## config.mk

```make
export PLATFORM = sky130hd
export DESIGN_NAME = crc16_command_framer_unit_flat
export DESIGN_NICKNAME = d
export VERILOG_FILES = /design/src/rtl/core/ccf_pkg.sv /design/src/rtl/core/ccf_in_if.sv /design/src/rtl/core/ccf_out_if.sv /design/src/rtl/core/crc16_command_framer_unit.sv /design/src/rtl/core/ccf_apb_regs.sv /design/src/rtl/core/ccf_framer.sv /design/src/rtl/core/ccf_result_buf.sv /design/src/flat_wrapper.sv
export SDC_FILE = /design/constraint.sdc
export NUM_CORES = 1
export LEC_CHECK = 0
export BUFFER_PORTS_ARGS = -buffer_cell sky130_fd_sc_hd__clkbuf_2
export CORE_MARGIN = 4
export CORE_UTILIZATION = 60
export DETAILED_ROUTE_END_ITERATION = 16
export HOLD_SLACK_MARGIN = 0.1
export PLACE_DENSITY = 0.82
export SLEW_MARGIN = 10
export SYNTH_ARGS = -nofsm -noshare
export SYNTH_HDL_FRONTEND = slang
export SYNTH_SLANG_ARGS = --single-unit
```

## constraint.sdc

```tcl
create_clock -name clk -period 6.73 [get_ports clk]
set_clock_uncertainty 0.1 [all_clocks]
set_input_delay 0.3365 -clock clk [delete_from_list [all_inputs] [get_ports clk]]
set_output_delay 0.3365 -clock clk [all_outputs]
set_load 0.005 [all_outputs]
```

## src/rtl/core/ccf_pkg.sv

```systemverilog
// types, constants and the crc-16 byte fold shared by the crc16 command framer
// no dependencies; compile first
package ccf_pkg;

  localparam logic [15:0] CRC_POLY    = 16'h1021;
  localparam int unsigned MAX_RESULTS = 5;
  localparam int unsigned CNT_W       = 3;

  // operation codes
  localparam logic OP_TRANSMIT = 1'b0;
  localparam logic OP_CHECK    = 1'b1;

  // result kinds
  localparam logic KIND_BYTE    = 1'b0;
  localparam logic KIND_VERDICT = 1'b1;

  // held byte fill level in check mode
  localparam logic [1:0] HELD_FULL = 2'd2;

  // register index decode
  localparam logic REG_FRAME_HEADER = 1'b0;

  // all results caused by one input beat, slot 0 goes out first
  typedef struct packed {
    logic [CNT_W-1:0]             count;
    logic                         kind;
    logic                         match;
    logic [MAX_RESULTS-1:0][7:0]  bytes;
  } ccf_bundle_t;

  // one byte of crc-16/xmodem, msb first
  function automatic logic [15:0] crc_fold(input logic [15:0] crc, input logic [7:0] b);
    logic [15:0] c;
    c = crc ^ {b, 8'h00};
    for (int k = 0; k < 8; k++) begin
      if (c[15]) begin
        c = {c[14:0], 1'b0} ^ CRC_POLY;
      end else begin
        c = {c[14:0], 1'b0};
      end
    end
    return c;
  endfunction

endpackage

```

## src/rtl/core/ccf_in_if.sv

```systemverilog
// input beat channel of the crc16 command framer: valid/ready plus frame byte fields
// no dependencies
interface ccf_in_if;
  logic       valid;
  logic       ready;
  logic       operation;
  logic [7:0] data_byte;
  logic       first_byte;
  logic       last_byte;

  modport source (output valid, output operation, output data_byte,
                  output first_byte, output last_byte, input ready);
  modport sink   (input valid, input operation, input data_byte,
                  input first_byte, input last_byte, output ready);
endinterface

```

## src/rtl/core/ccf_out_if.sv

```systemverilog
// result beat channel of the crc16 command framer: valid/ready plus result fields
// no dependencies
interface ccf_out_if;
  logic       valid;
  logic       ready;
  logic       result_kind;
  logic [7:0] out_byte;
  logic       crc_match;
  logic       end_of_run;

  modport source (output valid, output result_kind, output out_byte,
                  output crc_match, output end_of_run, input ready);
  modport sink   (input valid, input result_kind, input out_byte,
                  input crc_match, input end_of_run, output ready);
endinterface

```

## src/rtl/core/crc16_command_framer_unit.sv

```systemverilog
// top level of the crc16 command framer: apb register, frame state and result buffer
// depends on ccf_pkg, ccf_in_if, ccf_out_if, ccf_apb_regs, ccf_framer, ccf_result_buf
//
// builds and checks crc-16/xmodem frames (poly 0x1021, init 0, msb first) one byte a
// beat. operation 0 sends: a first byte is preceded by the two frame_header bytes (high
// first), every payload byte passes through, and a last byte is followed by the crc
// high and low bytes. operation 1 checks: the last two bytes of a frame are the crc of
// the bytes before them, and the last byte gives one verdict beat (frames under two
// bytes pass); other check bytes give no result. a sent byte is folded into the crc in
// the cycle it is accepted, a checked byte when the byte two after it is accepted. all
// results of a beat (none up to five) go to the result buffer, which sends one beat
// per cycle while out_ready is high. a new input beat is taken in the same cycle as
// the buffer's final beat leaves, so with out_ready high an input that makes at most
// one result runs at one beat per clock. frame_header is at config byte address 0.
module crc16_command_framer_unit (
  input  logic         clk,
  input  logic         rst_n,
  ccf_in_if.sink       in_bus,
  ccf_out_if.source    out_bus,
  input  logic         cfg_psel,
  input  logic         cfg_penable,
  input  logic         cfg_pwrite,
  input  logic [2:0]   cfg_paddr,
  input  logic [31:0]  cfg_pwdata,
  output logic [31:0]  cfg_prdata,
  output logic         cfg_pready
);
  import ccf_pkg::*;

  logic        in_accept;
  logic        can_load;
  logic [15:0] frame_header;
  ccf_bundle_t bundle;

  // input beat accepted whenever the buffer is empty or draining its final beat
  assign in_bus.ready = can_load;
  assign in_accept    = in_bus.valid && can_load;

  ccf_apb_regs u_regs (
    .clk          (clk),
    .rst_n        (rst_n),
    .psel         (cfg_psel),
    .penable      (cfg_penable),
    .pwrite       (cfg_pwrite),
    .paddr        (cfg_paddr),
    .pwdata       (cfg_pwdata),
    .prdata       (cfg_prdata),
    .pready       (cfg_pready),
    .frame_header (frame_header)
  );

  // crc and held-byte state, updated at the accept edge
  ccf_framer u_framer (
    .clk          (clk),
    .rst_n        (rst_n),
    .accept       (in_accept),
    .operation    (in_bus.operation),
    .data_byte    (in_bus.data_byte),
    .first_byte   (in_bus.first_byte),
    .last_byte    (in_bus.last_byte),
    .frame_header (frame_header),
    .bundle       (bundle)
  );

  // results leave one beat per cycle while out_ready is high, end_of_run on the last of a bundle
  ccf_result_buf u_rbuf (
    .clk         (clk),
    .rst_n       (rst_n),
    .load        (in_accept),
    .bundle      (bundle),
    .out_ready   (out_bus.ready),
    .out_valid   (out_bus.valid),
    .result_kind (out_bus.result_kind),
    .out_byte    (out_bus.out_byte),
    .crc_match   (out_bus.crc_match),
    .end_of_run  (out_bus.end_of_run),
    .can_load    (can_load)
  );
endmodule

```

## src/rtl/core/ccf_apb_regs.sv

```systemverilog
// apb-style configuration register (frame header) of the crc16 command framer
// depends on ccf_pkg
module ccf_apb_regs (
  input  logic        clk,
  input  logic        rst_n,
  input  logic        psel,
  input  logic        penable,
  input  logic        pwrite,
  input  logic [2:0]  paddr,
  input  logic [31:0] pwdata,
  output logic [31:0] prdata,
  output logic        pready,
  output logic [15:0] frame_header
);
  import ccf_pkg::*;

  logic [15:0] header_r;
  logic [15:0] header_nxt;
  logic        wr_en;

  assign pready = 1'b1;
  assign wr_en  = psel && penable && pwrite && (paddr[2] == REG_FRAME_HEADER);

  always_comb begin
    header_nxt = header_r;
    if (wr_en) begin
      header_nxt = pwdata[15:0];
    end
  end

  always_ff @(posedge clk) begin
    if (!rst_n) begin
      header_r <= '0;
    end else begin
      header_r <= header_nxt;
    end
  end

  always_comb begin
    unique case (paddr[2])
      REG_FRAME_HEADER: prdata = {16'h0000, header_r};
      default:          prdata = '0;
    endcase
  end

  assign frame_header = header_r;
endmodule

```

## src/rtl/core/ccf_framer.sv

```systemverilog
// frame state (running crc, held bytes) and per-beat result bundle builder
// depends on ccf_pkg
module ccf_framer (
  input  logic                 clk,
  input  logic                 rst_n,
  input  logic                 accept,
  input  logic                 operation,
  input  logic [7:0]           data_byte,
  input  logic                 first_byte,
  input  logic                 last_byte,
  input  logic [15:0]          frame_header,
  output ccf_pkg::ccf_bundle_t bundle
);
  import ccf_pkg::*;

  logic [15:0] crc_r, crc_nxt;
  logic [15:0] held_r, held_nxt;
  logic [1:0]  cnt_r, cnt_nxt;

  logic [15:0] crc_base;
  logic [1:0]  cnt_base;
  logic [7:0]  fold_byte;
  logic [15:0] crc_fold_out;
  logic [15:0] crc_chk;
  logic [1:0]  cnt_new;
  logic [15:0] held_new;
  logic        match;

  assign crc_base  = first_byte ? 16'h0000 : crc_r;
  assign cnt_base  = first_byte ? 2'd0 : cnt_r;
  // one shared fold: payload byte when sending, oldest held byte when checking
  assign fold_byte    = (operation == OP_CHECK) ? held_r[15:8] : data_byte;
  assign crc_fold_out = crc_fold(crc_base, fold_byte);

  assign crc_chk  = (cnt_base == HELD_FULL) ? crc_fold_out : crc_base;
  assign cnt_new  = (cnt_base == HELD_FULL) ? HELD_FULL : cnt_base + 2'd1;
  assign held_new = {held_r[7:0], data_byte};
  // short frame passes
  assign match    = (cnt_new != HELD_FULL) || (held_new == crc_chk);

  always_comb begin
    crc_nxt  = crc_r;
    held_nxt = held_r;
    cnt_nxt  = cnt_r;
    bundle   = '0;
    if (operation == OP_TRANSMIT) begin
      bundle.kind = KIND_BYTE;
      if (first_byte) begin
        bundle.bytes[0] = frame_header[15:8];
        bundle.bytes[1] = frame_header[7:0];
        bundle.bytes[2] = data_byte;
        bundle.bytes[3] = crc_fold_out[15:8];
        bundle.bytes[4] = crc_fold_out[7:0];
        bundle.count    = last_byte ? CNT_W'(5) : CNT_W'(3);
      end else begin
        bundle.bytes[0] = data_byte;
        bundle.bytes[1] = crc_fold_out[15:8];
        bundle.bytes[2] = crc_fold_out[7:0];
        bundle.count    = last_byte ? CNT_W'(3) : CNT_W'(1);
      end
      if (accept) begin
        crc_nxt = last_byte ? 16'h0000 : crc_fold_out;
      end
    end else begin
      bundle.kind  = KIND_VERDICT;
      bundle.match = match;
      bundle.count = last_byte ? CNT_W'(1) : CNT_W'(0);
      if (accept) begin
        held_nxt = held_new;
        crc_nxt  = last_byte ? 16'h0000 : crc_chk;
        cnt_nxt  = last_byte ? 2'd0 : cnt_new;
      end
    end
  end

  always_ff @(posedge clk) begin
    if (!rst_n) begin
      crc_r  <= '0;
      held_r <= '0;
      cnt_r  <= '0;
    end else begin
      crc_r  <= crc_nxt;
      held_r <= held_nxt;
      cnt_r  <= cnt_nxt;
    end
  end
endmodule

```

## src/rtl/core/ccf_result_buf.sv

```systemverilog
// result register: holds one bundle and hands it out one beat per cycle while out_ready is high
// depends on ccf_pkg
module ccf_result_buf (
  input  logic                 clk,
  input  logic                 rst_n,
  input  logic                 load,
  input  ccf_pkg::ccf_bundle_t bundle,
  input  logic                 out_ready,
  output logic                 out_valid,
  output logic                 result_kind,
  output logic [7:0]           out_byte,
  output logic                 crc_match,
  output logic                 end_of_run,
  output logic                 can_load
);
  import ccf_pkg::*;

  logic                        valid_r, valid_nxt;
  logic [CNT_W-1:0]            rem_r, rem_nxt;
  logic                        kind_r, kind_nxt;
  logic                        match_r, match_nxt;
  logic [MAX_RESULTS-1:0][7:0] bytes_r, bytes_nxt;
  logic                        pop;
  logic                        last_pop;

  assign pop      = valid_r && out_ready;
  assign last_pop = pop && (rem_r == CNT_W'(1));
  assign can_load = !valid_r || last_pop;

  always_comb begin
    valid_nxt = valid_r;
    rem_nxt   = rem_r;
    kind_nxt  = kind_r;
    match_nxt = match_r;
    bytes_nxt = bytes_r;
    if (pop) begin
      rem_nxt   = rem_r - CNT_W'(1);
      bytes_nxt = {8'h00, bytes_r[MAX_RESULTS-1:1]};
      if (last_pop) begin
        valid_nxt = 1'b0;
      end
    end
    if (load && (bundle.count != '0)) begin
      valid_nxt = 1'b1;
      rem_nxt   = bundle.count;
      kind_nxt  = bundle.kind;
      match_nxt = bundle.match;
      bytes_nxt = bundle.bytes;
    end
  end

  always_ff @(posedge clk) begin
    if (!rst_n) begin
      valid_r <= 1'b0;
      rem_r   <= '0;
    end else begin
      valid_r <= valid_nxt;
      rem_r   <= rem_nxt;
    end
  end

  always_ff @(posedge clk) begin
    kind_r  <= kind_nxt;
    match_r <= match_nxt;
    bytes_r <= bytes_nxt;
  end

  assign out_valid   = valid_r;
  assign result_kind = kind_r;
  assign out_byte    = bytes_r[0];
  assign crc_match   = match_r;
  assign end_of_run  = (rem_r == CNT_W'(1));
endmodule
```

## src/flat_wrapper.sv

```systemverilog
// flat-port wrapper written by rule: the top's interface ports become plain ports
module crc16_command_framer_unit_flat import ccf_pkg::*;
  (clk, rst_n, cfg_psel, cfg_penable, cfg_pwrite, cfg_paddr, cfg_pwdata, cfg_prdata, cfg_pready, in_bus_valid, in_bus_operation, in_bus_data_byte, in_bus_first_byte, in_bus_last_byte, in_bus_ready, out_bus_valid, out_bus_result_kind, out_bus_out_byte, out_bus_crc_match, out_bus_end_of_run, out_bus_ready);
  ccf_in_if in_bus_i ();
  ccf_out_if out_bus_i ();
  input  logic clk;
  input  logic rst_n;
  input  logic cfg_psel;
  input  logic cfg_penable;
  input  logic cfg_pwrite;
  input  logic [2:0] cfg_paddr;
  input  logic [31:0] cfg_pwdata;
  output logic [31:0] cfg_prdata;
  output logic cfg_pready;
  input wire logic [$bits(in_bus_i.valid)-1:0] in_bus_valid;
  input wire logic [$bits(in_bus_i.operation)-1:0] in_bus_operation;
  input wire logic [$bits(in_bus_i.data_byte)-1:0] in_bus_data_byte;
  input wire logic [$bits(in_bus_i.first_byte)-1:0] in_bus_first_byte;
  input wire logic [$bits(in_bus_i.last_byte)-1:0] in_bus_last_byte;
  output wire logic [$bits(in_bus_i.ready)-1:0] in_bus_ready;
  output wire logic [$bits(out_bus_i.valid)-1:0] out_bus_valid;
  output wire logic [$bits(out_bus_i.result_kind)-1:0] out_bus_result_kind;
  output wire logic [$bits(out_bus_i.out_byte)-1:0] out_bus_out_byte;
  output wire logic [$bits(out_bus_i.crc_match)-1:0] out_bus_crc_match;
  output wire logic [$bits(out_bus_i.end_of_run)-1:0] out_bus_end_of_run;
  input wire logic [$bits(out_bus_i.ready)-1:0] out_bus_ready;
  assign in_bus_i.valid = in_bus_valid;
  assign in_bus_i.operation = in_bus_operation;
  assign in_bus_i.data_byte = in_bus_data_byte;
  assign in_bus_i.first_byte = in_bus_first_byte;
  assign in_bus_i.last_byte = in_bus_last_byte;
  assign in_bus_ready = in_bus_i.ready;
  assign out_bus_valid = out_bus_i.valid;
  assign out_bus_result_kind = out_bus_i.result_kind;
  assign out_bus_out_byte = out_bus_i.out_byte;
  assign out_bus_crc_match = out_bus_i.crc_match;
  assign out_bus_end_of_run = out_bus_i.end_of_run;
  assign out_bus_i.ready = out_bus_ready;
  crc16_command_framer_unit u_core (.clk(clk), .rst_n(rst_n), .in_bus(in_bus_i), .out_bus(out_bus_i), .cfg_psel(cfg_psel), .cfg_penable(cfg_penable), .cfg_pwrite(cfg_pwrite), .cfg_paddr(cfg_paddr), .cfg_pwdata(cfg_pwdata), .cfg_prdata(cfg_prdata), .cfg_pready(cfg_pready));
endmodule
```

==> summary.txt, run 1 <==
Status = complete, no violations
Crit share post-route = 0.4778
Die Y-Extent = 105.6 µm
Initial antenna violation count = 0
Max-slew violation count = 0
DRT Wirelength = 14.28 mm
WS Path Type = input port to register
DRT Pass-1 Iters = 5
Required time of the critical path = 6.83 ns
Setup Buffers After CTS = 0
P_leak = 2.481 nW
Post-Syn Area = 5712 µm²
H-tree Lvls = 3
Port bufs = 63
CTS max path bufs = 2
ANT cells = 0
Final Wtd Congestion = 0.9098
Yosys Warn Count = 0
IO Count = 99
Antenna Violating Nets Remaining = 0
Core area = 9240 µm²
Pin count of the biggest net entering global routing = 55
Setup total negative slack = 0 ns
Total GRT Usage = 0.2556
Initial DRC Count = 475
Top cell type by total area after synthesis = edfxtp_1
Post-synthesis async set-or-reset flop share = 0
Synth Area in Simple Gates = 0.1763
Largest stage delay on the critical path = 0.75 ns
Largest delay contributor family on the critical path = compound AO/OA/AOI/OAI gates
Syn_area_per_cell = 9.583 µm²
Hold Buf Count CTS = 13
Register area share after synthesis = 0.4101
Critical path buffer and inverter count = 2
# resized after CTS = 0
Distinct cell type count after synthesis = 61
CTS tree = yes
Layout Utilization = 0.6788
Root Driver = clkbuf_8
Setup violators final = 0
Overflow after GRT = 0
Unrepaired setup endpoints after global routing = no
Adder-cell share of the synthesized area = 0.01095
Crit path launch type = input port
Clk pin slew, worst setup/hold paths = 0.10 ns
Synth Area in XOR/XNOR = 0.1091
Initial Utilization = 0.6181
Fin. Hold Viols = 0
Count leader, synth = nand2_1
Die Wd = 105.6 µm
Worst hold-check path type = input port to register
Main combinational cell family by area after synthesis = simple AND/OR/NAND/NOR gates
Power density cells = 210.0 nW/µm²
Clock Sinks = 96
Crit path time final = 3.216 ns
Multiplexer share of the synthesized area = 0.06681
Final instance area = 6272 µm²
Clock buffer count from CTS = 9
DRC viols = 0
Post-synthesis compound-gate area fraction = 0.1597
Fraction of layout cells with a size suffix above 1 = 0.1530
Final hold slack = 0.1107 ns
Critical path arrival = 3.32 ns
Top cell type's share of synthesized area = 0.2208
First-pass GRT wire length = 22.40 mm
Worst slew margin = 0.2785
Top cells by area, synth = edfxtp_1 22%, dfxtp_1 19%, mux2i_1 5.6%
Most used DFF post-synth = dfxtp_1
Clk_lat worst skew = 0.38 ns
Detail Placement HPWL = 9.833 mm
Vias in the first global route = 4321
Row Count = 35
Fmax = 311.0 MHz
Post-Synthesis Cells = 596
Register bit total from synthesis = 96
Post-synth EDFFs = 42
Worst-Margin Slew = 1.078 ns
Max Cap Violations = 0
Area post-placement = 5941 µm²
Cell Chain, Critical Path = clkbuf_2 -> buf_4 -> nor2_1 -> xnor2_1 -> o2bb2ai_1 -> o41ai_2 -> nand4_1 -> o32ai_2
Wire per inst = 18.40 µm
Die area = 11150 µm²
Nets = 700
Worst setup EP type = register
Vias = 4584
Crit path max fanout = 53
Layout area overhead = 9.814%
Synth top cells by count = 85 x nand2_1, 54 x dfxtp_1, 51 x nor2b_1, 42 x edfxtp_1, 36 x o21ai_0
VDD IR max = 0.09959 mV
Max stage delay cell, worst path = xnor2_1
Number of vias per cell = 5.907
==> worst reg2reg max path: cells and delay by family, from the launching register on <==
| family | cells | cell delay, ns |
|---|---|---|
| XOR/XNOR | 3 | 1.17 |
| AND/OR/NAND/NOR | 2 | 0.72 |
| AO/OA/AOI/OAI | 2 | 0.60 |
| flip-flops | 1 | 0.39 |
==> path summary, 6_finish.rpt <==
check	depth (start not counted)	from	slack [ns]	to
max	8	in_bus_first_byte	3.51	u_core.u_rbuf.crc_match$_SDFFCE_PN0P_
min	3	cfg_pwdata[7]	0.11	u_core.u_regs.frame_header[7]$_SDFFE_PN0P_
max reg2reg	7	u_core.u_framer.crc_r[12]$_SDFFE_PN0P_	3.58	u_core.u_rbuf.crc_match$_SDFFCE_PN0P_
min reg2reg	2	u_core.u_framer.held_r[9]$_SDFFE_PN0P_	0.38	u_core.u_framer.held_r[9]$_SDFFE_PN0P_
==> final cells by class <==
type                            count  area (µm²)
Clock buffer                        9       123.9
Clock inverter                      7       75.07
Fill cell                         732        2968
Inverter                           10       37.54
Multi-Input combinational cell    445        3057
Sequential cell                    96        2342
Tap cell                          129       161.4
Timing Repair Buffer               80       475.5
==> metal layers <==
metal | global-route usage | vias to the layer above | part of all wire
met5 | 0 | - | 0
met2 | 0.4367 | 217 | 0.51
met3 | 0.04103 | 45 | 0.079
li1 | - | 2133 | -
met4 | 0.09898 | 0 | 0.029
met1 | 0.3250 | 2189 | 0.39
==> cell families after synthesis <==
kind of cell               after synthesis
AOI/OAI and AO/OA                      133
adders and majority gates                5
muxes                                   36
and+or+nand+nor                        206
other                                    2
buffers and inverters                   70
DFF                                     96
xor gates and xnor gates                48
==> sequential cells by signal, indices dropped and copies added (netlist names) <==
register / cells
u_core.u_framer.cnt_r: 2
u_core.u_framer.held_r: 16
u_core.u_rbuf.result_kind: 1
u_core.u_framer.crc_r: 16
u_core.u_rbuf.bytes_r: 32
u_core.u_rbuf.rem_r: 3
u_core.u_regs.frame_header: 16
u_core.u_rbuf.out_valid: 1
u_core.u_rbuf.out_byte: 8
u_core.u_rbuf.crc_match: 1
==> layout by cell type (no fill, tap or decap), drive strengths merged, types with 9 or more instances in the layout <==
cell         instances
mux2i               35
a21boi              26
xor2                 9
dlygate4sd3         13
nand2b              12
inv                 13
xnor2               29
dfxtp               54
clkbuf              72
edfxtp              42
conb                17
o21ai               37
nor2b               51
a22oi               15
nand3               12
nor2                24
a21oi               18
nand2               85
==> report_power, final <==
group / leakage, nW / internal (mW) / switching (mW) / total [mW]
logic: 1.53 / 0.107 / 0.148 / 0.255
registers: 0.852 / 0.657 / 0.0183 / 0.675
clock network: 0.0997 / 0.146 / 0.240 / 0.386
==> through the flow <==
step | worst slack, ns | total power, mW | std cells
2_1_floorplan | 3.220 | 0.8732 | 611
4_1_cts | 3.586 | 1.318 | 776
3_5_place_dp | 3.185 | 0.9329 | 747
6_report | 3.514 | 1.317 | 776
3_3_place_gp | 3.223 | 0.9255 | 747
5_1_grt | 3.370 | 1.374 | 776
Power figures use the tool's default switching activity.
==> run 2: changes to the inputs <==
Settings changed: CORE_UTILIZATION 60 to 57, PLACE_DENSITY 0.82 to 0.78.
Clock period 6.73 ns to 3.29 ns, I/O delays scaled along.
==> summary.txt, run 2 (synthesis results as in run 1) <==
Nets = 722 (+3.1%)
Clk_lat worst skew = 0.38 ns (about the same)
Most frequent cells in the layout = 85 x nand2_1, 63 x clkbuf_2, 54 x dfxtp_1
Critical path arrival = 2.86 ns (-0.46 ns)
Fraction of layout cells with a size suffix above 1 = 0.1689 (+0.01589)
Row Count = 36 (+2.9%)
Final instance area = 6472 µm² (+3.2%)
Unrepaired setup endpoints after global routing = no
# resized after CTS = 0 (unchanged)
Setup Buffers After CTS = 0 (unchanged)
Initial Utilization = 0.5844 (-0.03379)
Worst slack, placed = 0.4276 ns (-2.758 ns)
DRT Wirelength = 14.37 mm (+0.67%)
Hold Path End = u_core.u_framer.held_r[6]$_SDFFE_PN0P_
R2r endpoint = u_core.u_rbuf.crc_match$_SDFFCE_PN0P_
Hold Buf Count CTS = 20 (+7)
Clock power frac = 0.300 (+0.007)
Fin. Hold Viols = 0 (unchanged)
Fillers = 794 (+8.5%)
Crit path launch type = register
Crit path time final = 2.765 ns
P_int = 1.933 mW (+110%)
Switching Fraction = 0.2987 (-0.009998)
Initial antenna violation count = 0 (unchanged)
Most common cell after layout, fill and taps aside = nand2_1
Final Wtd Congestion = 0.9502 (+4.4%)
Final hold slack = 0.1506 ns (+0.03984 ns)
Vias in the first global route = 4449 (+3.0%)
Hold_sp = in_bus_data_byte[6]
Die Y-Extent = 108.1 µm (+2.4%)
CTS tree = yes
Port bufs = 63 (unchanged)
Net Sw Power = 0.8231 mW (+100%)
Max reg flops = 32 (unchanged)
Overflow after GRT = 0 (unchanged)
Worst R2R Path Depth = 7 (unchanged)
Power density cells = 425.8 nW/µm² (+100%)
Antenna Violating Nets Remaining = 0 (unchanged)
Pin count of the biggest net entering global routing = 55 (unchanged)
Initial DRC Count = 441 (-7.2%)
CTS max path bufs = 2 (unchanged)
Core area = 9774 µm² (+5.8%)
WS Path Type = register to register
FF-to-FF setup slack = 0.53 ns (-3.05 ns)
H-tree Lvls = 3 (unchanged)
Clock Sinks = 96 (unchanged)
Combinational power share = 0.198 (+0.004)
Wire per inst = 17.90 µm (-2.7%)
Vias = 4547 (-0.81%)
DRT Pass-1 Iters = 5 (unchanged)
Number of vias per cell = 5.663 (-4.1%)
Detail Placement HPWL = 9.911 mm (+0.80%)
Setup WS post-layout = 0.5253 ns (-2.989 ns)
Clock buffer count from CTS = 9 (unchanged)
Layout area overhead = 13.32%
Status = complete, no violations
Worst slew margin = 0.4276 (+0.1491)
Fmax = 361.7 MHz
Die area = 11690 µm² (+4.9%)
Worst-Margin Slew = 0.8586 ns (-0.2196 ns)
Max Cap Violations = 0 (unchanged)
First-pass GRT wire length = 22.80 mm (+1.8%)
Max-slew violation count = 0 (unchanged)
Worst setup EP type = register
Seq pwr share = 0.501 (-0.012)
Met1 Use GR = 0.3328 (+0.007774)
Die Wd = 108.1 µm (+2.4%)
Setup total negative slack = 0 ns (unchanged)
Worst hold-check path type = input port to register
VDD IR max = 0.2135 mV (+110%)
Met2 Use GR = 0.4090 (-0.02773)
Crit share post-route = 0.8403
Grt peak-use layer = met2
Worst Hold Depth = 3 (unchanged)
FF-to-FF Start = u_core.u_framer.crc_r[12]$_SDFFE_PN0P_
Post-layout power = 2.756 mW (+110%)
Required time of the critical path = 3.39 ns (-3.44 ns)
Crit path max fanout = 7 (-87%)
P_leak = 2.594 nW (+4.5%)
DRC viols = 0 (unchanged)
IO Count = 99 (unchanged)
Clk pin slew, worst setup/hold paths = 0.11 ns (about the same)
Top reg by flops = u_core.u_rbuf.bytes_r
Setup violators final = 0 (unchanged)
Total GRT Usage = 0.2532 (-0.002411)
Root Driver = clkbuf_8
Area post-placement = 6058 µm² (+2.0%)
Met3 Resource Use GR = 0.04478 (+0.003747)
[run 2: changes by cell type in the layout (fill, tap and decap cells not counted)]
cell	previous run	this run
clkinv_4	0	1
dlygate4sd3_1	13	20
inv_8	2	4
clkinvlp_4	1	0
buf_4	4	19
clkinv_8	2	0
diode_2	0	1
nor2_2	1	0
nor2_1	23	24
clkbuf_16	0	1
inv_6	0	1
inv_4	2	0
[run 2: worst max path at each step]
| stage | startpoint | to | cells after the start |
|---|---|---|---|
| global placement | in_bus_operation | u_core.u_rbuf.crc_match$_SDFFCE_PN0P_ | 8 |
| floorplan | in_bus_first_byte | u_core.u_rbuf.crc_match$_SDFFCE_PN0P_ | 16 |
| finish | u_core.u_framer.crc_r[12]$_SDFFE_PN0P_ | u_core.u_rbuf.crc_match$_SDFFCE_PN0P_ | 7 |
| global route | u_core.u_framer.crc_r[12]$_SDFFE_PN0P_ | u_core.u_rbuf.crc_match$_SDFFCE_PN0P_ | 7 |
| CTS | in_bus_data_byte[4] | u_core.u_rbuf.crc_match$_SDFFCE_PN0P_ | 9 |
| detailed placement | in_bus_operation | u_core.u_rbuf.crc_match$_SDFFCE_PN0P_ | 8 |
[run 2: final cells by class]
type,count,area [µm²],share of cell area
diodes,1,2.502,0.0003866
clock buffers,10,148.9,0.02300
clock inverters,6,62.56,0.009666
inverters,10,37.54,0.005799
multi-input cells,445,3054,0.4719
flip-flops and latches,96,2342,0.3619
well taps,133,166.4,0.02571
repair buffers,102,658.1,0.1017
[run 2: layer usage]
| layer | wire (µm) | share of wire |
|---|---|---|
| met2 | 7208 | 0.50 |
| met3 | 857 | 0.060 |
| met1 | 5850 | 0.41 |
| met4 | 457 | 0.032 |
| met5 | 0 | 0 |
[run 2: stage by stage]
stage | util | instances
2_1_floorplan | - | 611
3_3_place_gp | 0.6198 | 766
3_5_place_dp | 0.6198 | 766
4_1_cts | 0.6619 | 802
5_1_grt | 0.6619 | 802
6_report | 0.6622 | 803
[run 2: worst max-delay path, stage by stage, from the launching register on]
cell	delay, ns
dfxtp_1	0.36
nor2b_1	0.52
xnor2_4	0.22
xnor2_2	0.24
xor3_1	0.36
o41ai_2	0.31
nand4_1	0.21
o32ai_2	0.26
[run 2: power groups by stage]
stage               sequential, mW  combinational, mW  clock (mW)
floorplan                     1.40              0.389           0
global placement              1.41              0.512           0
detailed placement            1.41              0.521           0
CTS                           1.38              0.541       0.845
global route                  1.39              0.597       0.903
finish                        1.38              0.547       0.827
==> run 3: changes to the inputs <==
Settings changed: ABC_AREA set to 1.
Clock period 3.29 ns to 2.75 ns, I/O delays scaled along.
==> summary.txt, run 3 <==
Grt peak-use layer = met2
DRT Wirelength = 15.42 mm (+7.3%)
Nets = 898 (+24%)
Overflow after GRT = 0 (unchanged)
Crit path launch type = input port
Vias in the first global route = 5062 (+14%)
Fin. Hold Viols = 0 (unchanged)
Worst slew margin = 0.3750 (-0.05258)
Fmax = 386.9 MHz
Wire per inst = 15.76 µm (-12%)
Area post-placement = 5934 µm² (-2.0%)
Post-synth EDFFs = 42 (unchanged)
Top cell type's share of synthesized area = 0.2237 (+0.002891)
Clk pin slew, worst setup/hold paths = 0.10 ns (about the same)
P_int = 2.314 mW (+20%)
Most common cell after layout, fill and taps aside = nand2_1
Initial Utilization = 0.5822 (-0.002187)
Clk_lat worst skew = 0.38 ns (about the same)
Pin count of the biggest net entering global routing = 49 (-11%)
Register area share after synthesis = 0.4154 (+0.005369)
Worst hold-check path type = input port to register
Die Wd = 107.5 µm (-0.60%)
Distinct cell type count after synthesis = 33 (-46%)
H-tree Lvls = 3 (unchanged)
Max reg flops = 32 (unchanged)
VDD IR max = 0.3053 mV (+43%)
Unrepaired setup endpoints after global routing = no
Met1 Use GR = 0.3561 (+0.02328)
Worst-Margin Slew = 0.9374 ns (+0.07887 ns)
Worst R2R Path Depth = 16 (+9)
Crit path time final = 2.585 ns
Layout area overhead = 13.52%
Top cells by area, synth = edfxtp_1 22%, dfxtp_1 19%, nand2_1 15%
Initial antenna violation count = 0 (unchanged)
Clock power frac = 0.295 (-0.005)
Top cell type by total area after synthesis = edfxtp_1
CP startpoint = in_bus_operation
Fillers = 838 (+5.5%)
Crit path max fanout = 7 (unchanged)
Clock buffer count from CTS = 9 (unchanged)
Total GRT Usage = 0.2706 (+0.01739)
Top reg by flops = u_core.u_rbuf.bytes_r
Final instance area = 6400 µm² (-1.1%)
Root Driver = clkbuf_8
DRC viols = 0 (unchanged)
Most frequent cells in the layout = 221 x nand2_1, 66 x inv_1, 66 x nand3_1
Initial DRC Count = 447 (+1.4%)
ANT cells = 0 (-1)
Syn_area_per_cell = 7.312 µm² (-24%)
Setup Buffers After CTS = 0 (unchanged)
Vias = 5511 (+21%)
Clock Sinks = 96 (unchanged)
Synth top cells by count = 222 x nand2_1, 66 x inv_1, 66 x nand3_1, 58 x nor2_1, 55 x o21ai_0
Final Wtd Congestion = 0.9401 (-1.1%)
DRT Pass-1 Iters = 5 (unchanged)
Post-Synthesis Cells = 771 (+29%)
Switching Fraction = 0.3207 (+0.02200)
Fraction of layout cells with a size suffix above 1 = 0.1775 (+0.008606)
Die area = 11550 µm² (-1.2%)
Setup violators final = 0 (unchanged)
Most used DFF post-synth = dfxtp_1
R2r endpoint = u_core.u_rbuf.crc_match$_SDFFCE_PN0P_
Met3 Resource Use GR = 0.05039 (+0.005614)
P_leak = 2.873 nW (+11%)
IO Count = 99 (unchanged)
Register bit total from synthesis = 96 (unchanged)
Die Y-Extent = 107.5 µm (-0.60%)
Max-slew violation count = 0 (unchanged)
Layout Utilization = 0.6609 (-0.001333)
Core area = 9684 µm² (-0.92%)
Crit share post-route = 0.9399
Seq pwr share = 0.491 (-0.010)
Crit path to = u_core.u_rbuf.crc_match$_SDFFCE_PN0P_
Count leader, synth = nand2_1
CTS max path bufs = 2 (unchanged)
Critical path arrival = 2.73 ns (-0.13 ns)
CTS tree = yes
Detail Placement HPWL = 10.81 mm (+9.1%)
Required time of the critical path = 2.90 ns (-0.49 ns)
Number of vias per cell = 5.635 (-0.49%)
Max Cap Violations = 0 (unchanged)
FF-to-FF setup slack = 0.39 ns (-0.14 ns)
Status = complete, no violations
Yosys Warn Count = 0 (unchanged)
Worst setup EP type = register
Port bufs = 63 (unchanged)
WS Path Type = input port to register
Post-Syn Area = 5638 µm² (-1.3%)
Net Sw Power = 1.092 mW (+33%)
Post-synthesis async set-or-reset flop share = 0 (unchanged)
Combinational power share = 0.214 (+0.016)
Setup total negative slack = 0 ns (unchanged)
Met2 Use GR = 0.4388 (+0.02981)
Row Count = 36 (unchanged)
First-pass GRT wire length = 24.74 mm (+8.5%)
Power density cells = 532.2 nW/µm² (+25%)
Antenna Violating Nets Remaining = 0 (unchanged)
FF-to-FF Start = u_core.u_framer.cnt_r[1]$_SDFFE_PN0P_
[run 3: final cells by class]
| class | count | area (µm²) | share of cell area |
|---|---|---|---|
| clock inverter | 7 | 88.84 | 0.01388 |
| timing repair buffer | 101 | 675.6 | 0.1056 |
| clock buffer | 9 | 123.9 | 0.01935 |
| inverter | 74 | 280.3 | 0.04379 |
| tap | 133 | 166.4 | 0.02600 |
| multi-input combinational | 558 | 2723 | 0.4254 |
| sequential | 96 | 2342 | 0.3660 |
[run 3: power by group through the flow]
stage                     Combinational [mW]  Sequential (mW)  Clock (mW)
after detailed placement               0.686             1.70           0
after global placement                 0.663             1.70           0
after CTS                              0.717             1.67        1.01
final                                  0.729             1.67        1.00
after global routing                   0.809             1.68        1.07
after floorplan                        0.513             1.69           0
[run 3: worst max-delay path, stage by stage]
cell and delay, ns:
dlygate4sd3_1 0.52, buf_2 0.22, buf_4 0.22, nand2_1 0.10
nand2_1 0.09, nand2_1 0.07, nand2_2 0.13, nand2_1 0.06
nand2_1 0.16, nand2_1 0.14, nand3_2 0.10, nand2_1 0.07
nand2_1 0.12, nand2_1 0.06, nor2_1 0.12, nand3_1 0.08
nor2_1 0.18, nor2_1 0.06, nor2_1 0.08
[run 3: metal layers]
layer  part of all wire  vias up
met5                  0        -
met4              0.034        0
met3              0.080       47
met2               0.46      267
met1               0.43     2552
li1                   -     2645
[run 3: cell families (layout without fill, tap and decap cells)]
group	count (synthesis)	count (layout)	synth area share
simple gates	395	395	0.3142
fa+ha+maj	5	5	0.01110
buf+inv	132	191	0.1121
other cells	2	17	0.001332
xor+xnor	1	1	0.001554
flops	96	96	0.4154
compound gates	140	140	0.1443
[run 3: what timing repair did]
action	CTS	global route
hold buffers	25	0
resized for setup	0	3
setup endpoints to repair	0	1
endpoints found under the hold margin	25	0
[run 3: how the worst min path moves through the flow]
stage / to / from / cells past startpoint / slack, ns
floorplan: u_core.u_rbuf.result_kind$_DFFE_PP_ / in_bus_operation / 0 / 0.14
global placement: u_core.u_regs.frame_header[11]$_SDFFE_PN0P_ / cfg_pwdata[11] / 3 / 0.32
detailed placement: u_core.u_regs.frame_header[6]$_SDFFE_PN0P_ / cfg_pwdata[6] / 3 / 0.33
CTS: u_core.u_framer.held_r[4]$_SDFFE_PN0P_ / in_bus_data_byte[4] / 3 / 0.10
global route: u_core.u_framer.held_r[4]$_SDFFE_PN0P_ / in_bus_data_byte[4] / 3 / 0.12
finish: u_core.u_framer.held_r[4]$_SDFFE_PN0P_ / in_bus_data_byte[4] / 3 / 0.12
[run 3: metrics by stage]
stage | worst slack, ns | power (mW) | instances | hold slack, ns
floorplan | 0.03147 | 2.206 | 786 | 0.1364
global placement | 0.3147 | 2.360 | 937 | 0.3216
detailed placement | 0.2648 | 2.390 | 937 | 0.3302
CTS | 0.09689 | 3.400 | 978 | 0.1024
global route | 0.01770 | 3.566 | 978 | 0.1186
finish | 0.1652 | 3.406 | 978 | 0.1237
